File: config.mk
export PLATFORM = sky130hd
export DESIGN_NAME = grey_value_statistics
export DESIGN_NICKNAME = d
export VERILOG_FILES = /design/src/design/gvs_pkg.sv /design/src/design/gvs_ctrl.sv /design/src/design/gvs_dp.sv /design/src/design/grey_value_statistics.sv
export SDC_FILE = /design/constraint.sdc
export NUM_CORES = 2
export LEC_CHECK = 0
export BUFFER_PORTS_ARGS = -buffer_cell sky130_fd_sc_hd__buf_2
export CAP_MARGIN = 0
export CORE_AREA = 5 5 469 657
export DETAILED_ROUTE_END_ITERATION = 16
export DIE_AREA = 0 0 474 662
export MAX_ROUTING_LAYER = met4
export PLACE_DENSITY_LB_ADDON = 0.15
export SYNTH_ARGS = -nofsm -noshare
export SYNTH_HDL_FRONTEND = slang
export SYNTH_SLANG_ARGS = --single-unit
File: constraint.sdc
create_clock -name i_clk -period 11.6 [get_ports i_clk]
set_clock_uncertainty 0.1 [all_clocks]
set_input_delay 0.58 -clock i_clk [delete_from_list [all_inputs] [get_ports i_clk]]
set_output_delay 0.58 -clock i_clk [all_outputs]
set_load 0.01 [all_outputs]
File: src/design/gvs_pkg.sv
// gvs_pkg: shared constants, controller states and command/status structs
// for the grey value statistics block; no dependencies
package gvs_pkg;

    localparam int PIXEL_BITS = 16;
    localparam int COUNT_BITS = 24;

    localparam int DIV_STEPS  = 110;
    localparam int MUL_STEPS  = 40;
    localparam int SQRT_STEPS = 32;
    localparam int STEP_BITS  = 7;

    localparam logic signed [31:0] MEAN_EMPTY = -32'sd65536;

    typedef enum logic [3:0] {
        ST_IDLE,
        ST_MEAN_LD,
        ST_MEAN_RUN,
        ST_MUL_A_LD,
        ST_MUL_A_RUN,
        ST_MUL_B_LD,
        ST_MUL_B_RUN,
        ST_VAR_LD,
        ST_VAR_RUN,
        ST_SQRT_LD,
        ST_SQRT_RUN,
        ST_DONE
    } t_state;

    typedef struct packed {
        logic acc_en;
        logic snap;
        logic div_load_mean;
        logic div_load_var;
        logic div_step;
        logic mean_cap;
        logic mul_load_a;
        logic mul_load_b;
        logic mul_step;
        logic sqrt_load;
        logic sqrt_step;
        logic res_load;
    } t_dp_cmd;

    typedef struct packed {
        logic out_full;
    } t_dp_stat;

endpackage

File: src/design/gvs_ctrl.sv
// gvs_ctrl: sequencer for accumulate and report phases
// depends on gvs_pkg
module gvs_ctrl
    import gvs_pkg::*;
(
    input  logic     i_clk,
    input  logic     i_rst_n,
    input  logic     i_in_valid,
    input  logic     i_in_cmd,
    input  t_dp_stat i_stat,
    output logic     o_in_ready,
    output t_dp_cmd  o_cmd
);

    t_state               r_state, n_state;
    logic [STEP_BITS-1:0] r_step, n_step;

    always_ff @(posedge i_clk) begin
        if (!i_rst_n) begin
            r_state <= ST_IDLE;
            r_step  <= '0;
        end else begin
            r_state <= n_state;
            r_step  <= n_step;
        end
    end

    always_comb begin
        n_state    = r_state;
        n_step     = r_step + 1'b1;
        o_cmd      = '0;
        o_in_ready = 1'b0;
        case (r_state)
            ST_IDLE: begin
                o_in_ready   = 1'b1;
                o_cmd.acc_en = i_in_valid & ~i_in_cmd;
                o_cmd.snap   = i_in_valid & i_in_cmd;
                if (i_in_valid && i_in_cmd) begin
                    n_state = ST_MEAN_LD;
                end
            end
            ST_MEAN_LD: begin
                o_cmd.div_load_mean = 1'b1;
                n_step  = '0;
                n_state = ST_MEAN_RUN;
            end
            ST_MEAN_RUN: begin
                o_cmd.div_step = 1'b1;
                if (r_step == STEP_BITS'(DIV_STEPS - 1)) begin
                    n_state = ST_MUL_A_LD;
                end
            end
            ST_MUL_A_LD: begin
                o_cmd.mean_cap   = 1'b1;
                o_cmd.mul_load_a = 1'b1;
                n_step  = '0;
                n_state = ST_MUL_A_RUN;
            end
            ST_MUL_A_RUN: begin
                o_cmd.mul_step = 1'b1;
                if (r_step == STEP_BITS'(MUL_STEPS - 1)) begin
                    n_state = ST_MUL_B_LD;
                end
            end
            ST_MUL_B_LD: begin
                o_cmd.mul_load_b = 1'b1;
                n_step  = '0;
                n_state = ST_MUL_B_RUN;
            end
            ST_MUL_B_RUN: begin
                o_cmd.mul_step = 1'b1;
                if (r_step == STEP_BITS'(MUL_STEPS - 1)) begin
                    n_state = ST_VAR_LD;
                end
            end
            ST_VAR_LD: begin
                o_cmd.div_load_var = 1'b1;
                n_step  = '0;
                n_state = ST_VAR_RUN;
            end
            ST_VAR_RUN: begin
                o_cmd.div_step = 1'b1;
                if (r_step == STEP_BITS'(DIV_STEPS - 1)) begin
                    n_state = ST_SQRT_LD;
                end
            end
            ST_SQRT_LD: begin
                o_cmd.sqrt_load = 1'b1;
                n_step  = '0;
                n_state = ST_SQRT_RUN;
            end
            ST_SQRT_RUN: begin
                o_cmd.sqrt_step = 1'b1;
                if (r_step == STEP_BITS'(SQRT_STEPS - 1)) begin
                    n_state = ST_DONE;
                end
            end
            ST_DONE: begin
                if (!i_stat.out_full) begin
                    o_cmd.res_load = 1'b1;
                    n_state = ST_IDLE;
                end
            end
            default: begin
                n_state = ST_IDLE;
            end
        endcase
    end

    assert property (@(posedge i_clk) disable iff (!i_rst_n)
        o_cmd.res_load |-> !i_stat.out_full)
        else $error("result loaded over a pending result");

    assert property (@(posedge i_clk) disable iff (!i_rst_n)
        o_cmd.snap |=> r_state == ST_MEAN_LD)
        else $error("report request did not start the sequence");

    assert property (@(posedge i_clk) disable iff (!i_rst_n)
        (r_state == ST_SQRT_RUN && r_step == STEP_BITS'(SQRT_STEPS - 1)) |=> r_state == ST_DONE)
        else $error("root did not finish after its step count");

endmodule

File: src/design/gvs_dp.sv
// gvs_dp: accumulators, serial multiplier, shared divider, square root
// and result register; depends on gvs_pkg
module gvs_dp
    import gvs_pkg::*;
(
    input  logic          i_clk,
    input  logic          i_rst_n,
    input  t_dp_cmd       i_cmd,
    input  logic [15:0]   i_pixel,
    input  logic          i_out_take,
    output t_dp_stat      o_stat,
    output logic [215:0]  o_data,
    output logic          o_ovf
);

    localparam logic [COUNT_BITS-1:0] COUNT_MAX = {COUNT_BITS{1'b1}};

    logic [COUNT_BITS-1:0] r_cnt;
    logic signed [15:0]    r_min, r_max;
    logic signed [39:0]    r_sum;
    logic [53:0]           r_sq;
    logic                  r_ovf;

    logic [COUNT_BITS-1:0] r_s_cnt;
    logic signed [15:0]    r_s_min, r_s_max;
    logic signed [39:0]    r_s_sum;
    logic [53:0]           r_s_sq;
    logic                  r_s_ovf;

    logic [47:0]  r_den;
    logic [31:0]  r_mean;
    logic [79:0]  r_p, r_m;
    logic [39:0]  r_q;
    logic         r_mul_sub;
    logic [48:0]  r_rem;
    logic [109:0] r_dvd;
    logic [63:0]  r_quo;
    logic [47:0]  r_dvs;
    logic [63:0]  r_x;
    logic [34:0]  r_srem;
    logic [31:0]  r_root;

    logic         r_out_full;
    logic [23:0]  r_o_cnt;
    logic [15:0]  r_o_min, r_o_max;
    logic [39:0]  r_o_sum;
    logic [53:0]  r_o_sq;
    logic [31:0]  r_o_mean, r_o_std;
    logic         r_o_ovf;

    logic signed [15:0] pix_v;
    logic signed [31:0] pix_sq;
    logic [39:0]        sum_mag;
    logic [48:0]        rem_sh;
    logic [34:0]        srem_sh;
    logic [34:0]        trial;

    assign pix_v   = 16'($signed(i_pixel[PIXEL_BITS-1:0]));
    assign pix_sq  = pix_v * pix_v;
    assign sum_mag = r_s_sum[39] ? 40'(-r_s_sum) : 40'(r_s_sum);
    assign rem_sh  = {r_rem[47:0], r_dvd[109]};
    assign srem_sh = {r_srem[32:0], r_x[63:62]};
    assign trial   = {1'b0, r_root, 2'b01};

    // running accumulators
    always_ff @(posedge i_clk) begin
        if (!i_rst_n) begin
            r_cnt <= '0;
            r_min <= '0;
            r_max <= '0;
            r_sum <= '0;
            r_sq  <= '0;
            r_ovf <= 1'b0;
        end else if (i_cmd.snap) begin
            r_cnt <= '0;
            r_min <= '0;
            r_max <= '0;
            r_sum <= '0;
            r_sq  <= '0;
            r_ovf <= 1'b0;
        end else if (i_cmd.acc_en) begin
            if (r_cnt == COUNT_MAX) begin
                r_ovf <= 1'b1;
            end else begin
                if (r_cnt == '0 || pix_v < r_min) begin
                    r_min <= pix_v;
                end
                if (r_cnt == '0 || pix_v > r_max) begin
                    r_max <= pix_v;
                end
                r_sum <= r_sum + 40'(pix_v);
                r_sq  <= r_sq + 54'(unsigned'(pix_sq));
                r_cnt <= r_cnt + 1'b1;
            end
        end
    end

    // report datapath
    always_ff @(posedge i_clk) begin
        if (i_cmd.snap) begin
            r_s_cnt <= r_cnt;
            r_s_min <= r_min;
            r_s_max <= r_max;
            r_s_sum <= r_sum;
            r_s_sq  <= r_sq;
            r_s_ovf <= r_ovf;
        end
        if (i_cmd.div_load_mean) begin
            r_rem <= '0;
            r_quo <= '0;
            r_dvs <= 48'(r_s_cnt);
            r_dvd <= 110'({sum_mag, 16'd0});
        end else if (i_cmd.div_load_var) begin
            r_rem <= '0;
            r_quo <= '0;
            r_dvs <= r_den;
            r_dvd <= {r_p[77:0], 32'd0};
        end else if (i_cmd.div_step) begin
            r_dvd <= {r_dvd[108:0], 1'b0};
            if (rem_sh >= {1'b0, r_dvs}) begin
                r_rem <= rem_sh - {1'b0, r_dvs};
                r_quo <= {r_quo[62:0], 1'b1};
            end else begin
                r_rem <= rem_sh;
                r_quo <= {r_quo[62:0], 1'b0};
            end
        end
        if (i_cmd.mean_cap) begin
            if (r_s_cnt == '0) begin
                r_mean <= MEAN_EMPTY;
            end else if (r_s_sum[39]) begin
                r_mean <= 32'(-r_quo[31:0]);
            end else begin
                r_mean <= r_quo[31:0];
            end
            r_den <= 48'(r_s_cnt) * 48'(r_s_cnt - 1'b1);
        end
        if (i_cmd.mul_load_a) begin
            r_p       <= '0;
            r_m       <= 80'(r_s_sq);
            r_q       <= 40'(r_s_cnt);
            r_mul_sub <= 1'b0;
        end else if (i_cmd.mul_load_b) begin
            r_m       <= 80'(sum_mag);
            r_q       <= sum_mag;
            r_mul_sub <= 1'b1;
        end else if (i_cmd.mul_step) begin
            if (r_q[0]) begin
                r_p <= r_mul_sub ? r_p - r_m : r_p + r_m;
            end
            r_m <= {r_m[78:0], 1'b0};
            r_q <= {1'b0, r_q[39:1]};
        end
        if (i_cmd.sqrt_load) begin
            r_x    <= r_quo;
            r_srem <= '0;
            r_root <= '0;
        end else if (i_cmd.sqrt_step) begin
            r_x <= {r_x[61:0], 2'b00};
            if (srem_sh >= trial) begin
                r_srem <= srem_sh - trial;
                r_root <= {r_root[30:0], 1'b1};
            end else begin
                r_srem <= srem_sh;
                r_root <= {r_root[30:0], 1'b0};
            end
        end
    end

    // result register
    always_ff @(posedge i_clk) begin
        if (!i_rst_n) begin
            r_out_full <= 1'b0;
        end else if (i_cmd.res_load) begin
            r_out_full <= 1'b1;
        end else if (i_out_take) begin
            r_out_full <= 1'b0;
        end
    end

    always_ff @(posedge i_clk) begin
        if (i_cmd.res_load) begin
            r_o_cnt  <= 24'(r_s_cnt);
            r_o_min  <= r_s_min;
            r_o_max  <= r_s_max;
            r_o_sum  <= r_s_sum;
            r_o_sq   <= r_s_sq;
            r_o_mean <= r_mean;
            r_o_std  <= (r_s_cnt < COUNT_BITS'(2)) ? 32'd0 : r_root;
            r_o_ovf  <= r_s_ovf;
        end
    end

    assign o_stat.out_full = r_out_full;
    assign o_data = {2'b00, r_o_std, r_o_mean, r_o_sq, r_o_sum, r_o_max, r_o_min, r_o_cnt};
    assign o_ovf  = r_o_ovf;

    assert property (@(posedge i_clk) disable iff (!i_rst_n)
        i_cmd.snap |=> (r_cnt == '0 && r_sum == '0 && r_sq == '0 && !r_ovf))
        else $error("accumulators not cleared after report");

    assert property (@(posedge i_clk) disable iff (!i_rst_n)
        (i_cmd.acc_en && !i_cmd.snap && r_cnt != COUNT_MAX) |=> r_cnt == $past(r_cnt) + 1'b1)
        else $error("pixel count did not advance");

    assert property (@(posedge i_clk) disable iff (!i_rst_n)
        (r_cnt != '0) |-> (r_min <= r_max))
        else $error("minimum above maximum");

endmodule

File: src/design/grey_value_statistics.sv
// grey_value_statistics: top level, count/min/max/sum/sum of squares, mean and
// sample standard deviation of a grey value stream; uses gvs_pkg, gvs_ctrl, gvs_dp
//
// channel   dir  fields
// s_axis    in   tuser: cmd; tdata: pixel_value
// m_axis    out  tdata: count, min, max, sum, square sum, mean, stddev; tuser: overflow
//
// a pixel request is taken every cycle while idle; after its accept a report runs
// the divider for the mean, two multiplier passes, the divider for the variance,
// the square root and a done state; input is held off meanwhile
// the result waits in an output register; pixels keep flowing while it waits,
// a second report stalls in its done cycle until the register empties
// synchronous active low reset clears accumulators and control
module grey_value_statistics
    import gvs_pkg::*;
(
    input  logic         i_clk,
    input  logic         i_rst_n,
    input  logic         s_axis_tvalid,
    output logic         s_axis_tready,
    input  logic [15:0]  s_axis_tdata,  // [15:0] pixel_value
    input  logic         s_axis_tuser,  // [0] cmd
    output logic         m_axis_tvalid,
    input  logic         m_axis_tready,
    // [23:0] pixel_count, [39:24] min_value, [55:40] max_value, [95:56] value_sum,
    // [149:96] square_sum, [181:150] mean_q16, [213:182] stddev_q16, [215:214] zero
    output logic [215:0] m_axis_tdata,
    output logic         m_axis_tuser   // [0] count_overflow
);

    t_dp_cmd  cmd;
    t_dp_stat stat;

    gvs_ctrl u_ctrl (
        .i_clk      (i_clk),
        .i_rst_n    (i_rst_n),
        .i_in_valid (s_axis_tvalid),
        .i_in_cmd   (s_axis_tuser),
        .i_stat     (stat),
        .o_in_ready (s_axis_tready),
        .o_cmd      (cmd)
    );

    gvs_dp u_dp (
        .i_clk      (i_clk),
        .i_rst_n    (i_rst_n),
        .i_cmd      (cmd),
        .i_pixel    (s_axis_tdata),
        .i_out_take (m_axis_tvalid & m_axis_tready),
        .o_stat     (stat),
        .o_data     (m_axis_tdata),
        .o_ovf      (m_axis_tuser)
    );

    assign m_axis_tvalid = stat.out_full;

endmodule

==> run metrics <==
clock tree buffer depth 4; Clock transition at path regs 0.06 ns; Slew HR 18.4%; Hold Startpoint i_rst_n; first-pass GRT wire length 432000 um; area grow syn2layout 11.6%; I/O Pins 240; gpl congestion 0.878; max cap viols 0; Post-Synthesis Cells 9558; initial antenna violation count 16; Tmin final 10.80 ns; post-synth cell types 89; final worst path period share a little over 90%; mapped cell area 0.0900 mm2; DRC 0; Starting Density 29.9%; Port-buffer cells around 240; Vias 66600; CP endpoint kind flip-flop; Via density 4.85; register area 0.0303 mm2; prevailing post-synth register cell edfxtp_1; slowest cell delay on critical path 0.98 ns; Total GRT Usage a little under a fifth; status finished, final reports clean; H-tree depth 4; layout cells sized above 1 6.55%; die footprint ~0.31 mm2; fin cells 13700; die height 662 um; RSZ-0062 raised after global routing false; Arr. time, crit path 11.28 ns; Fmax achieved 92.6 MHz; register bit total from synthesis 1188; WL/cell between 20 and 25 um; routed wire length 281000 um; area occupied by multi-input gates ~0.054 mm2; Nets 11000; placed insts between 10000 and 15000; number of routed nets with antenna violations 0; Rows approximately 240; critical path required time 12.08 ns; CORE AREA 0.301 mm2; critical setup path kind flip-flop to flip-flop; cell with the most instances after synthesis nand2_1; first-pass iteration count of the detailed router 7; HP Class input port to flip-flop; Post-synth EDFFs around 650; worst slew pin tran 1.22 ns; hpwl dp 210000 um; post-synthesis sequential area ratio 33.7%; Synth Warn # 0; Hold Slack between 0.1 and 0.15 ns; Slew Limit Fails 0; Critical Path Fanout Max 23; reg2reg start u_dp.r_s_cnt[4]; CP Launch Type flip-flop; Final Instance Area 0.100 mm2; top-area cell type share of the netlist area 21.7%; pin count of the biggest net entering global routing 202; top cell type by total area after synthesis edfxtp_1; Async S/R FF share, synth 0%; Setup TNS 0 ns; most frequent cells after synthesis nand2_1, inv_1, fa_1; CTS root buf clkbuf_16; Fillers 31200; CTS buffer count 149; final setup violation count 0; Initial DRC Count 3730; synthesized area per cell 9.41 um2; Crit path top cell by count fa_1; vias in the first global route ~70000; worst-skew pair later-pin latency 0.83 ns; crit path from u_dp.r_s_cnt[4]; CTS tree built; Horiz. Die Dim 474 um; GR Overflow Total 0; Crit-path slowest cell ha_1; Hold Vio Cnt, Final 0; clock sinks 1188; Synth area leaders edfxtp_1, fa_1, dfxtp_1, ha_1, nand2_1; placed instance area around 0.096 mm2
per-layer routing:
metal  GRT usage [%]  share of wire (%)  vias to the layer above
met3            2.42                4.0                      436
met5               -                  0                        -
met1            21.2                 41                    33000
met4            6.69                4.1                        0
li1                -                  -                    31800
met2            32.5                 51                     1301
final timing paths:
path	cells past startpoint	slack (ns)	to
worst max-delay path	30	0.80	u_dp.r_den[47]
worst min register to register	0	0.32	u_dp.r_o_min[13]
worst min-delay path	2	0.10	u_dp.o_stat
worst max register to register	30	0.80	u_dp.r_den[47]
final cells by class:
cell class | instances | area share, %
sequential | 1188 | 30.2
tap | 3976 | 4.96
clock buffer | 197 | 4.12
inverter | 1222 | 4.58
timing repair buffer | 343 | 2.02
clock inverter | 67 | 0.690
antenna | 7 | 0.0174
multi-input combinational | 6732 | 53.4
per-stage QoR:
step                util [%]  setup slack [ns]
floorplan                  -             0.857
global placement        31.7             0.932
detailed placement      31.7             0.862
CTS                     33.3             0.787
global route            33.3             0.273
finish                  33.3             0.799
logic make-up after synthesis:
logic type,count (synthesis),synth area share (%)
buffers and inverters,1678,7.04
AND/OR/NAND/NOR,3073,16.2
multiplexers,78,0.869
other,2,0.00835
flip-flops,1188,33.7
XOR/XNOR,446,4.34
AO/OA/AOI/OAI,1745,11.9
adder cells (fa/ha/maj),1348,25.9
state kept, by name (all words and copies together), names as in the netlist, 33 cells and up:
register	count
u_dp.r_s_sq	54
u_dp.r_den	47
u_dp.r_o_sum	40
u_dp.r_sum	40
u_dp.r_dvd	94
u_dp.r_m	78
u_dp.r_dvs	48
u_dp.r_srem	33
u_dp.r_p	78
u_dp.r_s_sum	40
u_dp.r_q	40
u_dp.r_quo	64
u_dp.r_x	64
u_dp.r_sq	54
u_dp.r_o_sq	54
u_dp.r_rem	48
critical path, delay by kind of cell (launching register included):
| kind | cells | cell delay [ns] |
|---|---|---|
| fa+ha+maj | 9 | 4.92 |
| flops | 1 | 0.38 |
| buf+inv | 4 | 0.21 |
| compound gates | 7 | 2.24 |
| simple gates | 10 | 2.70 |
layout by cell type, fill, tap and decap left out, types with 151 or more instances in the layout:
cell type,netlist,routed
nand2_1,1233,1230
inv_1,1217,1215
fa_1,860,860
a21oi_1,758,756
edfxtp_1,651,651
nor2_1,542,538
dfxtp_1,537,536
ha_1,488,488
nor2b_1,317,315
nand2b_1,304,303
o21ai_0,300,299
xnor2_1,273,273
buf_2,5,237
xor2_1,173,173
nand3_1,165,163
clkbuf_16,0,151
timing repair:
item / CTS / global route
hold buffers: 2 / 0
resized for setup: 0 / 0
buffers inserted: 0 / 0
hold endpoints to repair: 2 / 0
Power is left out: the tool's default activity adds up to more than one toggle a clock period on the data nets, which glitch-free logic cannot reach.
